**config.mk**
```make
export PLATFORM = sky130hd
export DESIGN_NAME = ray_box_nearest_hit
export DESIGN_NICKNAME = d
export VERILOG_FILES = /design/src/sv/rbnh_pkg.sv /design/src/sv/rbnh_div.sv /design/src/sv/rbnh_slab.sv /design/src/sv/ray_box_nearest_hit.sv
export SDC_FILE = /design/constraint.sdc
export NUM_CORES = 2
export LEC_CHECK = 0
export BUFFER_PORTS_ARGS = -buffer_cell sky130_fd_sc_hd__buf_4
export CAP_MARGIN = 15
export CORE_ASPECT_RATIO = 1.5
export CORE_MARGIN = 5
export CORE_UTILIZATION = 60
export CTS_CLUSTER_DIAMETER = 150
export DETAILED_ROUTE_END_ITERATION = 10
export GPL_TIMING_DRIVEN = 0
export PLACE_DENSITY = 0.8
export SYNTH_ARGS = -nofsm -noshare
export SYNTH_HDL_FRONTEND = slang
export SYNTH_SLANG_ARGS = --single-unit
```
**constraint.sdc**
```tcl
create_clock -name aclk -period 27.1 [get_ports aclk]
set_input_delay 2.71 -clock aclk [delete_from_list [all_inputs] [get_ports aclk]]
set_output_delay 2.71 -clock aclk [all_outputs]
set_load 0.05 [all_outputs]
```
**src/sv/rbnh_pkg.sv**
```systemverilog
// Shared types and constants of the ray/box nearest-hit block.
package rbnh_pkg;

    localparam int FRACTION_BITS = 16;
    localparam int COORD_W       = 32;
    localparam int DIR_W         = 18;
    localparam int ENT_W         = 16;
    localparam int DIST_W        = 31;
    localparam int CFG_IDX_W     = 3;

    // Magnitude below which an axis is treated as parallel (0.0001, rounded).
    localparam logic [DIR_W-1:0] EPS_Q =
        DIR_W'(((1 << FRACTION_BITS) + 5000) / 10000);

    localparam logic signed [COORD_W-1:0] DIST_MAX = 32'sh7FFF_FFFF;
    localparam logic signed [COORD_W-1:0] DIST_MIN = 32'sh8000_0000;

    localparam logic [CFG_IDX_W-1:0] REG_ORIGIN_X = 3'd0;
    localparam logic [CFG_IDX_W-1:0] REG_ORIGIN_Y = 3'd1;
    localparam logic [CFG_IDX_W-1:0] REG_ORIGIN_Z = 3'd2;
    localparam logic [CFG_IDX_W-1:0] REG_DIR_X    = 3'd3;
    localparam logic [CFG_IDX_W-1:0] REG_DIR_Y    = 3'd4;
    localparam logic [CFG_IDX_W-1:0] REG_DIR_Z    = 3'd5;

    localparam logic signed [DIR_W-1:0] DIR_Z_RESET = 18'sd65536;

    typedef struct packed {
        logic signed [COORD_W-1:0] box_min_x;
        logic signed [COORD_W-1:0] box_min_y;
        logic signed [COORD_W-1:0] box_min_z;
        logic signed [COORD_W-1:0] box_max_x;
        logic signed [COORD_W-1:0] box_max_y;
        logic signed [COORD_W-1:0] box_max_z;
        logic [ENT_W-1:0]          entity_id;
        logic                      last_box;
    } box_item_t;

    typedef struct packed {
        logic              box_hit;
        logic [DIST_W-1:0] hit_distance;
        logic              best_valid;
        logic [ENT_W-1:0]  best_entity;
        logic [DIST_W-1:0] best_distance;
        logic              set_done;
    } box_result_t;

    typedef struct packed {
        logic                      start;
        logic signed [COORD_W:0]   num;
        logic signed [DIR_W-1:0]   den;
    } div_req_t;

    typedef struct packed {
        logic                      done;
        logic signed [COORD_W-1:0] quot;
    } div_rsp_t;

    typedef struct packed {
        logic              done;
        logic              hit;
        logic [DIST_W-1:0] tmin;
    } slab_rsp_t;

endpackage

```
**src/sv/rbnh_div.sv**
```systemverilog
// Shared radix-2 restoring divider: saturated (num << FRACTION_BITS) / den.
module rbnh_div (
    input  logic                aclk,
    input  logic                aresetn,
    input  rbnh_pkg::div_req_t  req,
    output rbnh_pkg::div_rsp_t  rsp
);

    logic        busy_reg, busy_next;
    logic        done_reg, done_next;
    logic        neg_reg, neg_next;
    logic        ovf_reg, ovf_next;
    logic [4:0]  cnt_reg, cnt_next;
    logic [17:0] ud_reg, ud_next;
    logic [17:0] rem_reg, rem_next;
    logic [31:0] low_reg, low_next;
    logic [31:0] q_reg, q_next;

    logic [32:0] num_abs;
    logic [17:0] den_abs;
    logic [63:0] n_wide;
    logic        ovf_w;
    logic [18:0] cand;
    logic [18:0] cand_sub;
    logic        ge;
    logic signed [31:0] quot;

    always_comb begin
        num_abs  = req.num[32] ? 33'(-req.num) : 33'(req.num);
        den_abs  = req.den[17] ? 18'(-req.den) : 18'(req.den);
        n_wide   = {31'b0, num_abs} << rbnh_pkg::FRACTION_BITS;
        // Quotient reaches 2^32 exactly when the top half is not below the divisor.
        ovf_w    = n_wide[63:32] >= {14'b0, den_abs};
        cand     = {rem_reg, low_reg[31]};
        cand_sub = cand - {1'b0, ud_reg};
        ge       = cand >= {1'b0, ud_reg};
    end

    always_comb begin
        busy_next = busy_reg;
        done_next = 1'b0;
        neg_next  = neg_reg;
        ovf_next  = ovf_reg;
        cnt_next  = cnt_reg;
        ud_next   = ud_reg;
        rem_next  = rem_reg;
        low_next  = low_reg;
        q_next    = q_reg;
        if (req.start) begin
            busy_next = !ovf_w;
            done_next = ovf_w;
            neg_next  = req.num[32] ^ req.den[17];
            ovf_next  = ovf_w;
            cnt_next  = 5'd31;
            ud_next   = den_abs;
            rem_next  = n_wide[49:32];
            low_next  = n_wide[31:0];
            q_next    = '0;
        end else if (busy_reg) begin
            rem_next = ge ? cand_sub[17:0] : cand[17:0];
            q_next   = {q_reg[30:0], ge};
            low_next = {low_reg[30:0], 1'b0};
            if (cnt_reg == 5'd0) begin
                busy_next = 1'b0;
                done_next = 1'b1;
            end else begin
                cnt_next = cnt_reg - 5'd1;
            end
        end
    end

    always_ff @(posedge aclk) begin
        if (!aresetn) begin
            busy_reg <= 1'b0;
            done_reg <= 1'b0;
        end else begin
            busy_reg <= busy_next;
            done_reg <= done_next;
        end
        neg_reg <= neg_next;
        ovf_reg <= ovf_next;
        cnt_reg <= cnt_next;
        ud_reg  <= ud_next;
        rem_reg <= rem_next;
        low_reg <= low_next;
        q_reg   <= q_next;
    end

    // Saturate to the signed 32-bit range.
    always_comb begin
        if (neg_reg) begin
            if (ovf_reg || (q_reg > 32'h8000_0000)) begin
                quot = rbnh_pkg::DIST_MIN;
            end else begin
                quot = -$signed(q_reg);
            end
        end else begin
            if (ovf_reg || q_reg[31]) begin
                quot = rbnh_pkg::DIST_MAX;
            end else begin
                quot = $signed(q_reg);
            end
        end
    end

    assign rsp.done = done_reg;
    assign rsp.quot = quot;

endmodule

```
**src/sv/rbnh_slab.sv**
```systemverilog
// Slab-test sequencer: walks the three axes through the shared divider.
module rbnh_slab (
    input  logic                       aclk,
    input  logic                       aresetn,
    input  logic                       start,
    input  rbnh_pkg::box_item_t        box,
    input  logic signed [31:0]         origin_x,
    input  logic signed [31:0]         origin_y,
    input  logic signed [31:0]         origin_z,
    input  logic signed [17:0]         dir_x,
    input  logic signed [17:0]         dir_y,
    input  logic signed [17:0]         dir_z,
    input  logic                       ack,
    output rbnh_pkg::slab_rsp_t        rsp,
    output rbnh_pkg::div_req_t         div_req,
    input  rbnh_pkg::div_rsp_t         div_rsp
);

    localparam logic [2:0] ST_IDLE   = 3'd0;
    localparam logic [2:0] ST_AXIS   = 3'd1;
    localparam logic [2:0] ST_DIV_LO = 3'd2;
    localparam logic [2:0] ST_DIV_HI = 3'd3;
    localparam logic [2:0] ST_ORDER  = 3'd4;
    localparam logic [2:0] ST_NARROW = 3'd5;
    localparam logic [2:0] ST_CHECK  = 3'd6;
    localparam logic [2:0] ST_DONE   = 3'd7;

    localparam logic [1:0] AXIS_LAST = 2'd2;

    logic [2:0]          state_reg, state_next;
    logic [1:0]          axis_reg, axis_next;
    logic                hit_reg, hit_next;
    logic signed [31:0]  tmin_reg, tmin_next;
    logic signed [31:0]  tmax_reg, tmax_next;
    logic signed [31:0]  t1_reg, t1_next;
    logic signed [31:0]  t2_reg, t2_next;
    rbnh_pkg::box_item_t box_reg, box_next;

    logic signed [31:0]  org;
    logic signed [17:0]  dir;
    logic signed [31:0]  lo;
    logic signed [31:0]  hi;
    logic [17:0]         mag;
    logic                parallel;
    logic                outside;
    logic signed [32:0]  num_lo;
    logic signed [32:0]  num_hi;

    always_comb begin
        unique case (axis_reg)
            2'd0: begin
                org = origin_x;
                dir = dir_x;
                lo  = box_reg.box_min_x;
                hi  = box_reg.box_max_x;
            end
            2'd1: begin
                org = origin_y;
                dir = dir_y;
                lo  = box_reg.box_min_y;
                hi  = box_reg.box_max_y;
            end
            default: begin
                org = origin_z;
                dir = dir_z;
                lo  = box_reg.box_min_z;
                hi  = box_reg.box_max_z;
            end
        endcase
        mag      = dir[17] ? 18'(-dir) : 18'(dir);
        parallel = mag < rbnh_pkg::EPS_Q;
        outside  = (org < lo) || (org > hi);
        num_lo   = 33'(lo) - 33'(org);
        num_hi   = 33'(hi) - 33'(org);
    end

    always_comb begin
        div_req.start = ((state_reg == ST_AXIS) && !parallel) ||
                        ((state_reg == ST_DIV_LO) && div_rsp.done);
        div_req.num   = (state_reg == ST_AXIS) ? num_lo : num_hi;
        div_req.den   = dir;
    end

    always_comb begin
        state_next = state_reg;
        axis_next  = axis_reg;
        hit_next   = hit_reg;
        tmin_next  = tmin_reg;
        tmax_next  = tmax_reg;
        t1_next    = t1_reg;
        t2_next    = t2_reg;
        box_next   = box_reg;
        unique case (state_reg)
            ST_IDLE: begin
                if (start) begin
                    box_next   = box;
                    axis_next  = 2'd0;
                    hit_next   = 1'b1;
                    tmin_next  = '0;
                    tmax_next  = rbnh_pkg::DIST_MAX;
                    state_next = ST_AXIS;
                end
            end
            ST_AXIS: begin
                if (parallel) begin
                    if (outside) begin
                        hit_next   = 1'b0;
                        state_next = ST_DONE;
                    end else if (axis_reg == AXIS_LAST) begin
                        state_next = ST_DONE;
                    end else begin
                        axis_next = axis_reg + 2'd1;
                    end
                end else begin
                    state_next = ST_DIV_LO;
                end
            end
            ST_DIV_LO: begin
                if (div_rsp.done) begin
                    t1_next    = div_rsp.quot;
                    state_next = ST_DIV_HI;
                end
            end
            ST_DIV_HI: begin
                if (div_rsp.done) begin
                    t2_next    = div_rsp.quot;
                    state_next = ST_ORDER;
                end
            end
            ST_ORDER: begin
                if (t1_reg > t2_reg) begin
                    t1_next = t2_reg;
                    t2_next = t1_reg;
                end
                state_next = ST_NARROW;
            end
            ST_NARROW: begin
                if (t1_reg > tmin_reg) begin
                    tmin_next = t1_reg;
                end
                if (t2_reg < tmax_reg) begin
                    tmax_next = t2_reg;
                end
                state_next = ST_CHECK;
            end
            ST_CHECK: begin
                if (tmin_reg > tmax_reg) begin
                    hit_next   = 1'b0;
                    state_next = ST_DONE;
                end else if (axis_reg == AXIS_LAST) begin
                    state_next = ST_DONE;
                end else begin
                    axis_next  = axis_reg + 2'd1;
                    state_next = ST_AXIS;
                end
            end
            ST_DONE: begin
                // Hold the verdict until the top level takes it.
                if (ack) begin
                    state_next = ST_IDLE;
                end
            end
            default: begin
                state_next = ST_IDLE;
            end
        endcase
    end

    always_ff @(posedge aclk) begin
        if (!aresetn) begin
            state_reg <= ST_IDLE;
        end else begin
            state_reg <= state_next;
        end
        axis_reg <= axis_next;
        hit_reg  <= hit_next;
        tmin_reg <= tmin_next;
        tmax_reg <= tmax_next;
        t1_reg   <= t1_next;
        t2_reg   <= t2_next;
        box_reg  <= box_next;
    end

    assign rsp.done = (state_reg == ST_DONE);
    assign rsp.hit  = hit_reg;
    assign rsp.tmin = tmin_reg[30:0];

endmodule

```
**src/sv/ray_box_nearest_hit.sv**
```systemverilog
// Top level of the ray/box nearest-hit block: ray registers, best tracker, output stage.
//
// Usage: write the ray (origin_x/y/z, dir_x/y/z at indexes 0..5) through the
// cfg_wr_en/cfg_index/cfg_wdata port while no box is in flight; writes to
// other indexes are dropped. Then stream boxes on s_valid/s_ready; each box
// gives exactly one transaction on m_valid/m_ready with its own hit verdict
// and the nearest hit of the current set. A box with last_box set closes the
// set: its result carries the final best, and the tracker clears afterwards.
// Each axis with a non-negligible direction takes two passes through the
// single shared divider plus ordering, narrowing and check steps; a
// near-parallel axis skips the divider, and a pass whose quotient reaches
// 2^32 or more skips the bit steps. A miss on an earlier axis ends the
// walk there. One box is in flight at a time; s_ready rises together
// with m_valid, so no new box is taken until the last result is
// registered. The output register holds the result while the receiver
// stalls; the next box still runs and then waits until that register
// empties. Reset (aresetn low, synchronous) restores the ray to the origin
// looking along +z and clears the nearest-hit state and both channels.
module ray_box_nearest_hit (
    input  logic                                 aclk,
    input  logic                                 aresetn,
    input  logic                                 cfg_wr_en,
    input  logic [rbnh_pkg::CFG_IDX_W-1:0]       cfg_index,
    input  logic [31:0]                          cfg_wdata,
    input  logic                                 s_valid,
    output logic                                 s_ready,
    input  rbnh_pkg::box_item_t                  s_data,
    output logic                                 m_valid,
    input  logic                                 m_ready,
    output rbnh_pkg::box_result_t                m_data
);

    logic signed [31:0] origin_x_reg, origin_x_next;
    logic signed [31:0] origin_y_reg, origin_y_next;
    logic signed [31:0] origin_z_reg, origin_z_next;
    logic signed [17:0] dir_x_reg, dir_x_next;
    logic signed [17:0] dir_y_reg, dir_y_next;
    logic signed [17:0] dir_z_reg, dir_z_next;

    logic                          busy_reg, busy_next;
    logic [rbnh_pkg::ENT_W-1:0]    ent_reg, ent_next;
    logic                          last_reg, last_next;
    logic                          best_valid_reg, best_valid_next;
    logic [rbnh_pkg::ENT_W-1:0]    best_ent_reg, best_ent_next;
    logic [rbnh_pkg::DIST_W-1:0]   best_dist_reg, best_dist_next;
    logic                          m_valid_reg, m_valid_next;
    rbnh_pkg::box_result_t         m_data_reg, m_data_next;

    logic                          accept;
    logic                          ack;
    logic                          upd;
    logic                          new_valid;
    logic [rbnh_pkg::ENT_W-1:0]    new_ent;
    logic [rbnh_pkg::DIST_W-1:0]   new_dist;

    rbnh_pkg::slab_rsp_t           slab_rsp;
    rbnh_pkg::div_req_t            div_req;
    rbnh_pkg::div_rsp_t            div_rsp;

    assign accept = s_valid && s_ready;
    assign ack    = slab_rsp.done && (!m_valid_reg || m_ready);

    rbnh_div u_div (
        .aclk    (aclk),
        .aresetn (aresetn),
        .req     (div_req),
        .rsp     (div_rsp)
    );

    rbnh_slab u_slab (
        .aclk     (aclk),
        .aresetn  (aresetn),
        .start    (accept),
        .box      (s_data),
        .origin_x (origin_x_reg),
        .origin_y (origin_y_reg),
        .origin_z (origin_z_reg),
        .dir_x    (dir_x_reg),
        .dir_y    (dir_y_reg),
        .dir_z    (dir_z_reg),
        .ack      (ack),
        .rsp      (slab_rsp),
        .div_req  (div_req),
        .div_rsp  (div_rsp)
    );

    // Ray registers.
    always_comb begin
        origin_x_next = origin_x_reg;
        origin_y_next = origin_y_reg;
        origin_z_next = origin_z_reg;
        dir_x_next    = dir_x_reg;
        dir_y_next    = dir_y_reg;
        dir_z_next    = dir_z_reg;
        if (cfg_wr_en) begin
            unique case (cfg_index)
                rbnh_pkg::REG_ORIGIN_X: origin_x_next = $signed(cfg_wdata);
                rbnh_pkg::REG_ORIGIN_Y: origin_y_next = $signed(cfg_wdata);
                rbnh_pkg::REG_ORIGIN_Z: origin_z_next = $signed(cfg_wdata);
                rbnh_pkg::REG_DIR_X:    dir_x_next    = $signed(cfg_wdata[17:0]);
                rbnh_pkg::REG_DIR_Y:    dir_y_next    = $signed(cfg_wdata[17:0]);
                rbnh_pkg::REG_DIR_Z:    dir_z_next    = $signed(cfg_wdata[17:0]);
                default: begin
                end
            endcase
        end
    end

    // Nearest-hit update and result assembly.
    always_comb begin
        upd       = slab_rsp.hit && (!best_valid_reg || (slab_rsp.tmin < best_dist_reg));
        new_valid = best_valid_reg || slab_rsp.hit;
        new_ent   = upd ? ent_reg : best_ent_reg;
        new_dist  = upd ? slab_rsp.tmin : best_dist_reg;

        m_data_next.box_hit       = slab_rsp.hit;
        m_data_next.hit_distance  = slab_rsp.hit ? slab_rsp.tmin : '0;
        m_data_next.best_valid    = new_valid;
        m_data_next.best_entity   = new_ent;
        m_data_next.best_distance = new_dist;
        m_data_next.set_done      = last_reg;

        busy_next       = busy_reg;
        ent_next        = ent_reg;
        last_next       = last_reg;
        best_valid_next = best_valid_reg;
        best_ent_next   = best_ent_reg;
        best_dist_next  = best_dist_reg;
        m_valid_next    = m_valid_reg;

        if (accept) begin
            busy_next = 1'b1;
            ent_next  = s_data.entity_id;
            last_next = s_data.last_box;
        end

        if (m_valid_reg && m_ready) begin
            m_valid_next = 1'b0;
        end

        if (ack) begin
            busy_next    = 1'b0;
            m_valid_next = 1'b1;
            if (last_reg) begin
                best_valid_next = 1'b0;
                best_ent_next   = '0;
                best_dist_next  = rbnh_pkg::DIST_W'(rbnh_pkg::DIST_MAX);
            end else begin
                best_valid_next = new_valid;
                best_ent_next   = new_ent;
                best_dist_next  = new_dist;
            end
        end
    end

    always_ff @(posedge aclk) begin
        if (!aresetn) begin
            origin_x_reg   <= '0;
            origin_y_reg   <= '0;
            origin_z_reg   <= '0;
            dir_x_reg      <= '0;
            dir_y_reg      <= '0;
            dir_z_reg      <= rbnh_pkg::DIR_Z_RESET;
            busy_reg       <= 1'b0;
            best_valid_reg <= 1'b0;
            best_ent_reg   <= '0;
            best_dist_reg  <= rbnh_pkg::DIST_W'(rbnh_pkg::DIST_MAX);
            m_valid_reg    <= 1'b0;
        end else begin
            origin_x_reg   <= origin_x_next;
            origin_y_reg   <= origin_y_next;
            origin_z_reg   <= origin_z_next;
            dir_x_reg      <= dir_x_next;
            dir_y_reg      <= dir_y_next;
            dir_z_reg      <= dir_z_next;
            busy_reg       <= busy_next;
            best_valid_reg <= best_valid_next;
            best_ent_reg   <= best_ent_next;
            best_dist_reg  <= best_dist_next;
            m_valid_reg    <= m_valid_next;
        end
        ent_reg  <= ent_next;
        last_reg <= last_next;
        if (ack) begin
            m_data_reg <= m_data_next;
        end
    end

    assign s_ready = !busy_reg;
    assign m_valid = m_valid_reg;
    assign m_data  = m_data_reg;

endmodule

```
# [Word-level counts from Yosys, hierarchy flattened]
# Cells that the tools add are included.
[totals] register_bits=717 input_bits=249 out_inout_bits=83 word_cells=195
[classes] add_sub_neg=8 magnitude_cmp=11 eq_ne=27 muxes=60 bitwise_logic=3 reduce_logical=44
[ops] cell="case mux 32 bit (2 select lines)" n=7
[ops] cell="two-way mux 32 bit" n=12
[ops] cell="> comparator 32 bit" n=4
[ops] cell="two-way mux 33 bit" n=2
[ops] cell="subtractor 32 x 32 -> 33 bit" n=2
[ops] cell="less-than comparator 32 bit" n=2
[ops] cell="two-way mux 31 bit" n=2
[ops] cell="two-way mux 18 bit" n=2
[ops] cell="case mux 18 bit (2 select lines)" n=1
[ops] cell="two-way mux 17 bit" n=2
[ops] cell="negation 33 bit" n=1
[ops] cell="> comparator 32 bit (second input constant)" n=1
[ops] cell="two-way mux 16 bit" n=2
[ops] cell="negation 32 bit" n=1
[ops] cell="less-than comparator 31 bit" n=1
[ops] cell="two-way mux 3 bit" n=9
[ops] cell="case mux 3 bit (8 select lines)" n=1
[ops] cell="greater-or-equal comparator 19 x 18 -> 1 bit" n=1
[ops] cell="== test 3 bit (second input constant)" n=6
[ops] cell="greater-or-equal comparator 17 x 18 -> 1 bit" n=1
[ops] cell="less-than comparator 18 x 3 -> 1 bit (second input constant)" n=1
[ops] cell="negation 18 bit" n=1
[ops] cell="subtractor 18 bit" n=1
[ops] cell="AND reduction 2 bit" n=8
[ops] cell="other kinds (26)" n=82

# [Longest topological paths before layout]
[depth] ltp_word=9 mapped_depth=38 depth_no_buf=31

# [Cells and area by module]
# From an unflattened synthesis, not the netlist that was laid out.
[hier_totals] cells_unflattened=3970 hier_area_um2=38822.2
[by_module_without_submodules] mod="rbnh_slab" n_inst=1 cells_each=2017 area_each_um2=20587.2 seq_area_each_um2=9759.4
[by_module_without_submodules] mod="ray_box_nearest_hit" n_inst=1 cells_each=1120 area_each_um2=11193.2 seq_area_each_um2=6946.7
[by_module_without_submodules] mod="rbnh_div" n_inst=1 cells_each=833 area_each_um2=7041.8 seq_area_each_um2=2392.3

# [Worst setup path before layout]
# Ideal clock, no wire load.
[synth_timing] kind="in2reg" start="in s_valid" end="reg u_slab.tmin_reg[0] (enable)" setup_time_ns=0.377 arrival_time_ns=22.917 required_ns=26.723 setup_slack_ns=3.806 stages=3 n_path_buf=0 cell_sequence="nand2_1 > nor4_1 > a31o_2"
[synth_via] elab_chain_cells=3
[synth_rtl] item="start: declaration" line="ray_box_nearest_hit.sv:25" text="input logic s_valid,"
[synth_rtl] item="logical AND 1 bit" line="ray_box_nearest_hit.sv:60" text="assign accept = s_valid && s_ready;"
[synth_rtl] item="inequality test 2 bit (no source line)"
[synth_rtl] item="AND reduction 3 bit (no source line)"
[synth_rtl] item="end signal: assignment" line="rbnh_slab.sv:177" text="tmin_reg <= tmin_next;"
[synth_rtl] item="end: declaration" line="rbnh_slab.sv:33" text="logic signed [31:0] tmin_reg, tmin_next;"
# Every way passes these cells.
# A chain may end at the register's enable or synchronous reset.

# [Worst setup path in the final report]
[layout_timing] start="reg u_slab.axis_reg[0]" end="reg u_div.done_reg"
[layout_via] word_cells_on_any_way=19 cone_classes="4 x add/sub; 2 x order compare; 1 x eq/ne; 8 x mux; 4 x reduce/logical"
[layout_lines] item="start: declaration" line="rbnh_slab.sv:31" text="logic [1:0] axis_reg, axis_next;"
[layout_lines] item="start signal: assignment" line="rbnh_slab.sv:175" text="axis_reg <= axis_next;"
[layout_lines] item="== test 2 x 1 -> 1 bit / zero test 2 bit (equally long branches)" line="rbnh_slab.sv:50" text="unique case (axis_reg)"
[layout_lines] item="case mux 32 bit (2 select lines)" line="rbnh_slab.sv:50"
[layout_lines] item="subtractor 32 x 32 -> 33 bit (on tied branches)" line="rbnh_slab.sv:74, rbnh_slab.sv:73"
[layout_lines] item="two-way mux 33 bit" line="rbnh_slab.sv:80" text="div_req.num = (state_reg == ST_AXIS) ? num_lo : num_hi;"
[layout_lines] item="negation 33 bit" line="rbnh_div.sv:29" text="num_abs = req.num[32] ? 33'(-req.num) : 33'(req.num);"
[layout_lines] item="two-way mux 33 bit" line="rbnh_div.sv:29"
[layout_lines] item="greater-or-equal comparator 17 x 18 -> 1 bit *" line="rbnh_div.sv:33" text="ovf_w = n_wide[63:32] >= {14'b0, den_abs};"
[layout_lines] item="named net u_div.ovf_w" line="rbnh_div.sv:22" text="logic ovf_w;"
[layout_lines] item="two-way mux 1 bit *" line="rbnh_div.sv:49" text="if (req.start) begin"
[layout_lines] item="end signal: assignment" line="rbnh_div.sv:78" text="done_reg <= done_next;"
[layout_lines] item="end: declaration" line="rbnh_div.sv:10" text="logic done_reg, done_next;"
# The timed path passes the listed nets; every way through them passes the cells marked *.

==> impl_metrics.tcl <==
set metrics [dict create \
    avgSynthCellArea_sq_um 10.07 \
    dieHeight_um 324.6 \
    worstSetupPathType "register to register" \
    gp_congestion 1.072 \
    via_per_inst 6.113 \
    fmax_mhz 91.60 \
    synthMostInstantiatedCell "nand2_1" \
    ys_ff_latch 717 \
    synth_commonest_cells "630 x nand2_1, 474 x edfxtp_1, 256 x ha_1" \
    port_buffers 331 \
    gr-total-overflow 0 \
    grt_first_pass_wirelength_mm 182.1 \
    drtIter0Drc 2489 \
    synth-compound-area-share_pct 20.26 \
    fin_setup_tns_ns 0 \
    fin_worst_skew_ns 0.01799 \
    drive_gt1_share_pct 13.36 \
    startpoint_type "register" \
    final_core_util_pct 70.02 \
    seq_area_frac_synth_pct 48.24 \
    post-cts-setup-buffer-count 0 \
    cts_buffer_depth 3 \
    synth_top_cell_by_area "edfxtp_1" \
    critPathLaunch "u_slab.axis_reg[0]$_SDFFCE_PP0P_" \
    syn_to_final_growth_pct 15.79 \
    synth_area_sq_um 39590 \
    syn_nets 4438 \
    die_area_sq_um 71330 \
    synth_top_family_by_area "compound AO/OA/AOI/OAI gates" \
    outcome "completed" \
    largest_reg_flops 192 \
    antenna_found_initial 0 \
    cpMaxStageDelayCell "buf_1" \
    grt_use_total_pct 33.18 \
    synthAdderAreaFrac_pct 8.293 \
    num_antenna_cells 0 \
    drc_errors 0 \
    synth_top_area_share_pct 35.95 \
    finalCritPeriodShare_pct 40.28 \
    cts_tree "done" \
    power.leakage_nw 18.55 \
    critical_path_arrival_ns 11.42 \
    crit_fanout 10 \
    synth-simple-area-share_pct 14.54 \
    drt-pass1-iter-count 8 \
    die_w_um 219.7 \
    io_pins 332 \
    relSlewSlack_pct 14.52 \
    holdBufCountCts 0 \
    start_util_pct 60.47 \
    peakVddDrop_v 0.00006077 \
    worstMarginPinSlew_ns 1.266 \
    wl_mm 121.7 \
    clock_sinks 717 \
    hp-class "register to register" \
    final_hold_viol_count 0 \
    ys_types 109 \
    grt_pass1_vias 32656 \
    synth_ff_type "edfxtp_1" \
    cts-root-buf "clkbuf_16" \
    cts_inserted_buffers 68 \
    end_kind "register" \
    crit_end "u_div.done_reg$_SDFF_PN0_" \
    async_flop_share_pct 0 \
    power.total_mw 4.132 \
    grt_max_degree 53 \
    cts_resized 0 \
    r2r-start "u_slab.axis_reg[0]$_SDFFCE_PP0P_" \
    finalNetCount 4870 \
    core_sq_um 65470 \
    n_fill_cell 4935 \
    rr_endpoint "u_div.done_reg$_SDFF_PN0_" \
    drv_cap 0 \
    synth-edff-count 474 \
    power_density_nw_per_um2 90.14 \
    final_max_slew_viol_count 0 \
    routedWlPerCell_um 22.99 \
    pre_cts_ws_ns 16.39 \
    rsz0062_at_grt "no" \
    worst_slack_ns 16.18 \
    netlist_top_cells_area "edfxtp_1 36%, dfxtp_1 12%, ha_1 8.1%" \
    fp-row-count 115 \
    synth_xor_area_share_pct 2.301 \
    clkLatencyLatePin_ns 0.65 \
    crit_required_ns 27.60 \
    period_needed_ns 10.92 \
    vias 32356 \
    clk_pin_slew_ns 0.06 \
    cts_max_level 3 \
    dp.final_hpwl_mm 95.36 \
    synth_mux_area_share_pct 2.178 \
    antenna_left 0 \
    hold_ws_ns 0.4631 \
    rr_worst_depth 36 \
    r2r_setup_slack_ns 16.18 \
    ys_warn_count 0 \
    syn_inst 3930 \
    timing.critical_path.slowest_cell_delay_ns 0.76 \
    setup_viol 0 \
]
layer usage:
metal	global-route usage, %	up-vias	routed length, um
li1	-	15266	-
met1	32.04	15313	39070
met2	59.38	1301	61920
met3	5.170	476	6888
met4	30.05	0	13800
met5	0	-	0
metrics by stage:
| step | std cells | area [sq um] |
|---|---|---|
| after detailed placement | 5167 | 43500 |
| final | 5293 | 45840 |
| after global routing | 5293 | 45840 |
| after floorplan | 3930 | 39590 |
| after CTS | 5291 | 45830 |
| after global placement | 5138 | 43170 |
how the worst min path moves through the flow:
stage	endpoint	depth (start not counted)	slack, ns	from
after floorplan	u_div.cnt_reg[4]$_SDFFE_PN1P_	2	0.43	u_div.cnt_reg[4]$_SDFFE_PN1P_
after global placement	u_div.cnt_reg[4]$_SDFFE_PN1P_	2	0.44	u_div.cnt_reg[4]$_SDFFE_PN1P_
after detailed placement	best_ent_reg[6]$_SDFFE_PN0P_	1	0.46	best_ent_reg[6]$_SDFFE_PN0P_
after CTS	origin_x_reg[20]$_SDFFE_PN0P_	2	0.47	origin_x_reg[20]$_SDFFE_PN0P_
after global routing	origin_y_reg[13]$_SDFFE_PN0P_	2	0.48	origin_y_reg[13]$_SDFFE_PN0P_
final	origin_x_reg[31]$_SDFFE_PN0P_	2	0.46	origin_x_reg[31]$_SDFFE_PN0P_
report_power, final:
part / switching [mW] / leakage (nW) / total (mW) / internal (mW)
combinational: 1.13 / 11.1 / 1.76 / 0.635
sequential: 0.0517 / 6.29 / 1.37 / 1.32
clock: 0.421 / 1.13 / 0.995 / 0.574
worst max-delay path: cells and delay by family, from the launching register on:
kind | cells | cell delay, ns
xor gates and xnor gates | 1 | 0.34
buffers and inverters | 8 | 3.32
and+or+nand+nor | 6 | 1.44
AOI/OAI and AO/OA | 17 | 3.90
adders and majority gates | 4 | 1.36
DFF | 1 | 0.40
placed cells by master (no fill, tap or decap), drive strengths merged, types with 65 or more instances in the layout:
cell and count:
clkbuf 252, a21oi 193, nand4 65, a22oi 98
a21boi 184, buf 400, edfxtp 474, nor2 156
inv 229, a21o 97, dfxtp 243, o21ai 163
a22o 75, ha 256, and2 76, nand2 630
cell families after synthesis:
logic type,Yosys count
AOI/OAI and AO/OA,1120
xor gates and xnor gates,104
adders and majority gates,261
DFF,717
and+or+nand+nor,1222
muxes,81
buffers and inverters,425
area by class of cell:
cell class	instances	area, sq um	share of cell area [%]
buffer	200	813.3	1.774
clock buffer	90	1931	4.212
clock inverter	34	392.9	0.8571
inverter	225	847.1	1.848
multi-input combinational	2788	18870	41.16
sequential	717	19100	41.66
tap	877	1097	2.394
timing repair buffer	362	2795	6.098
(Power assumes the default switching activity.)
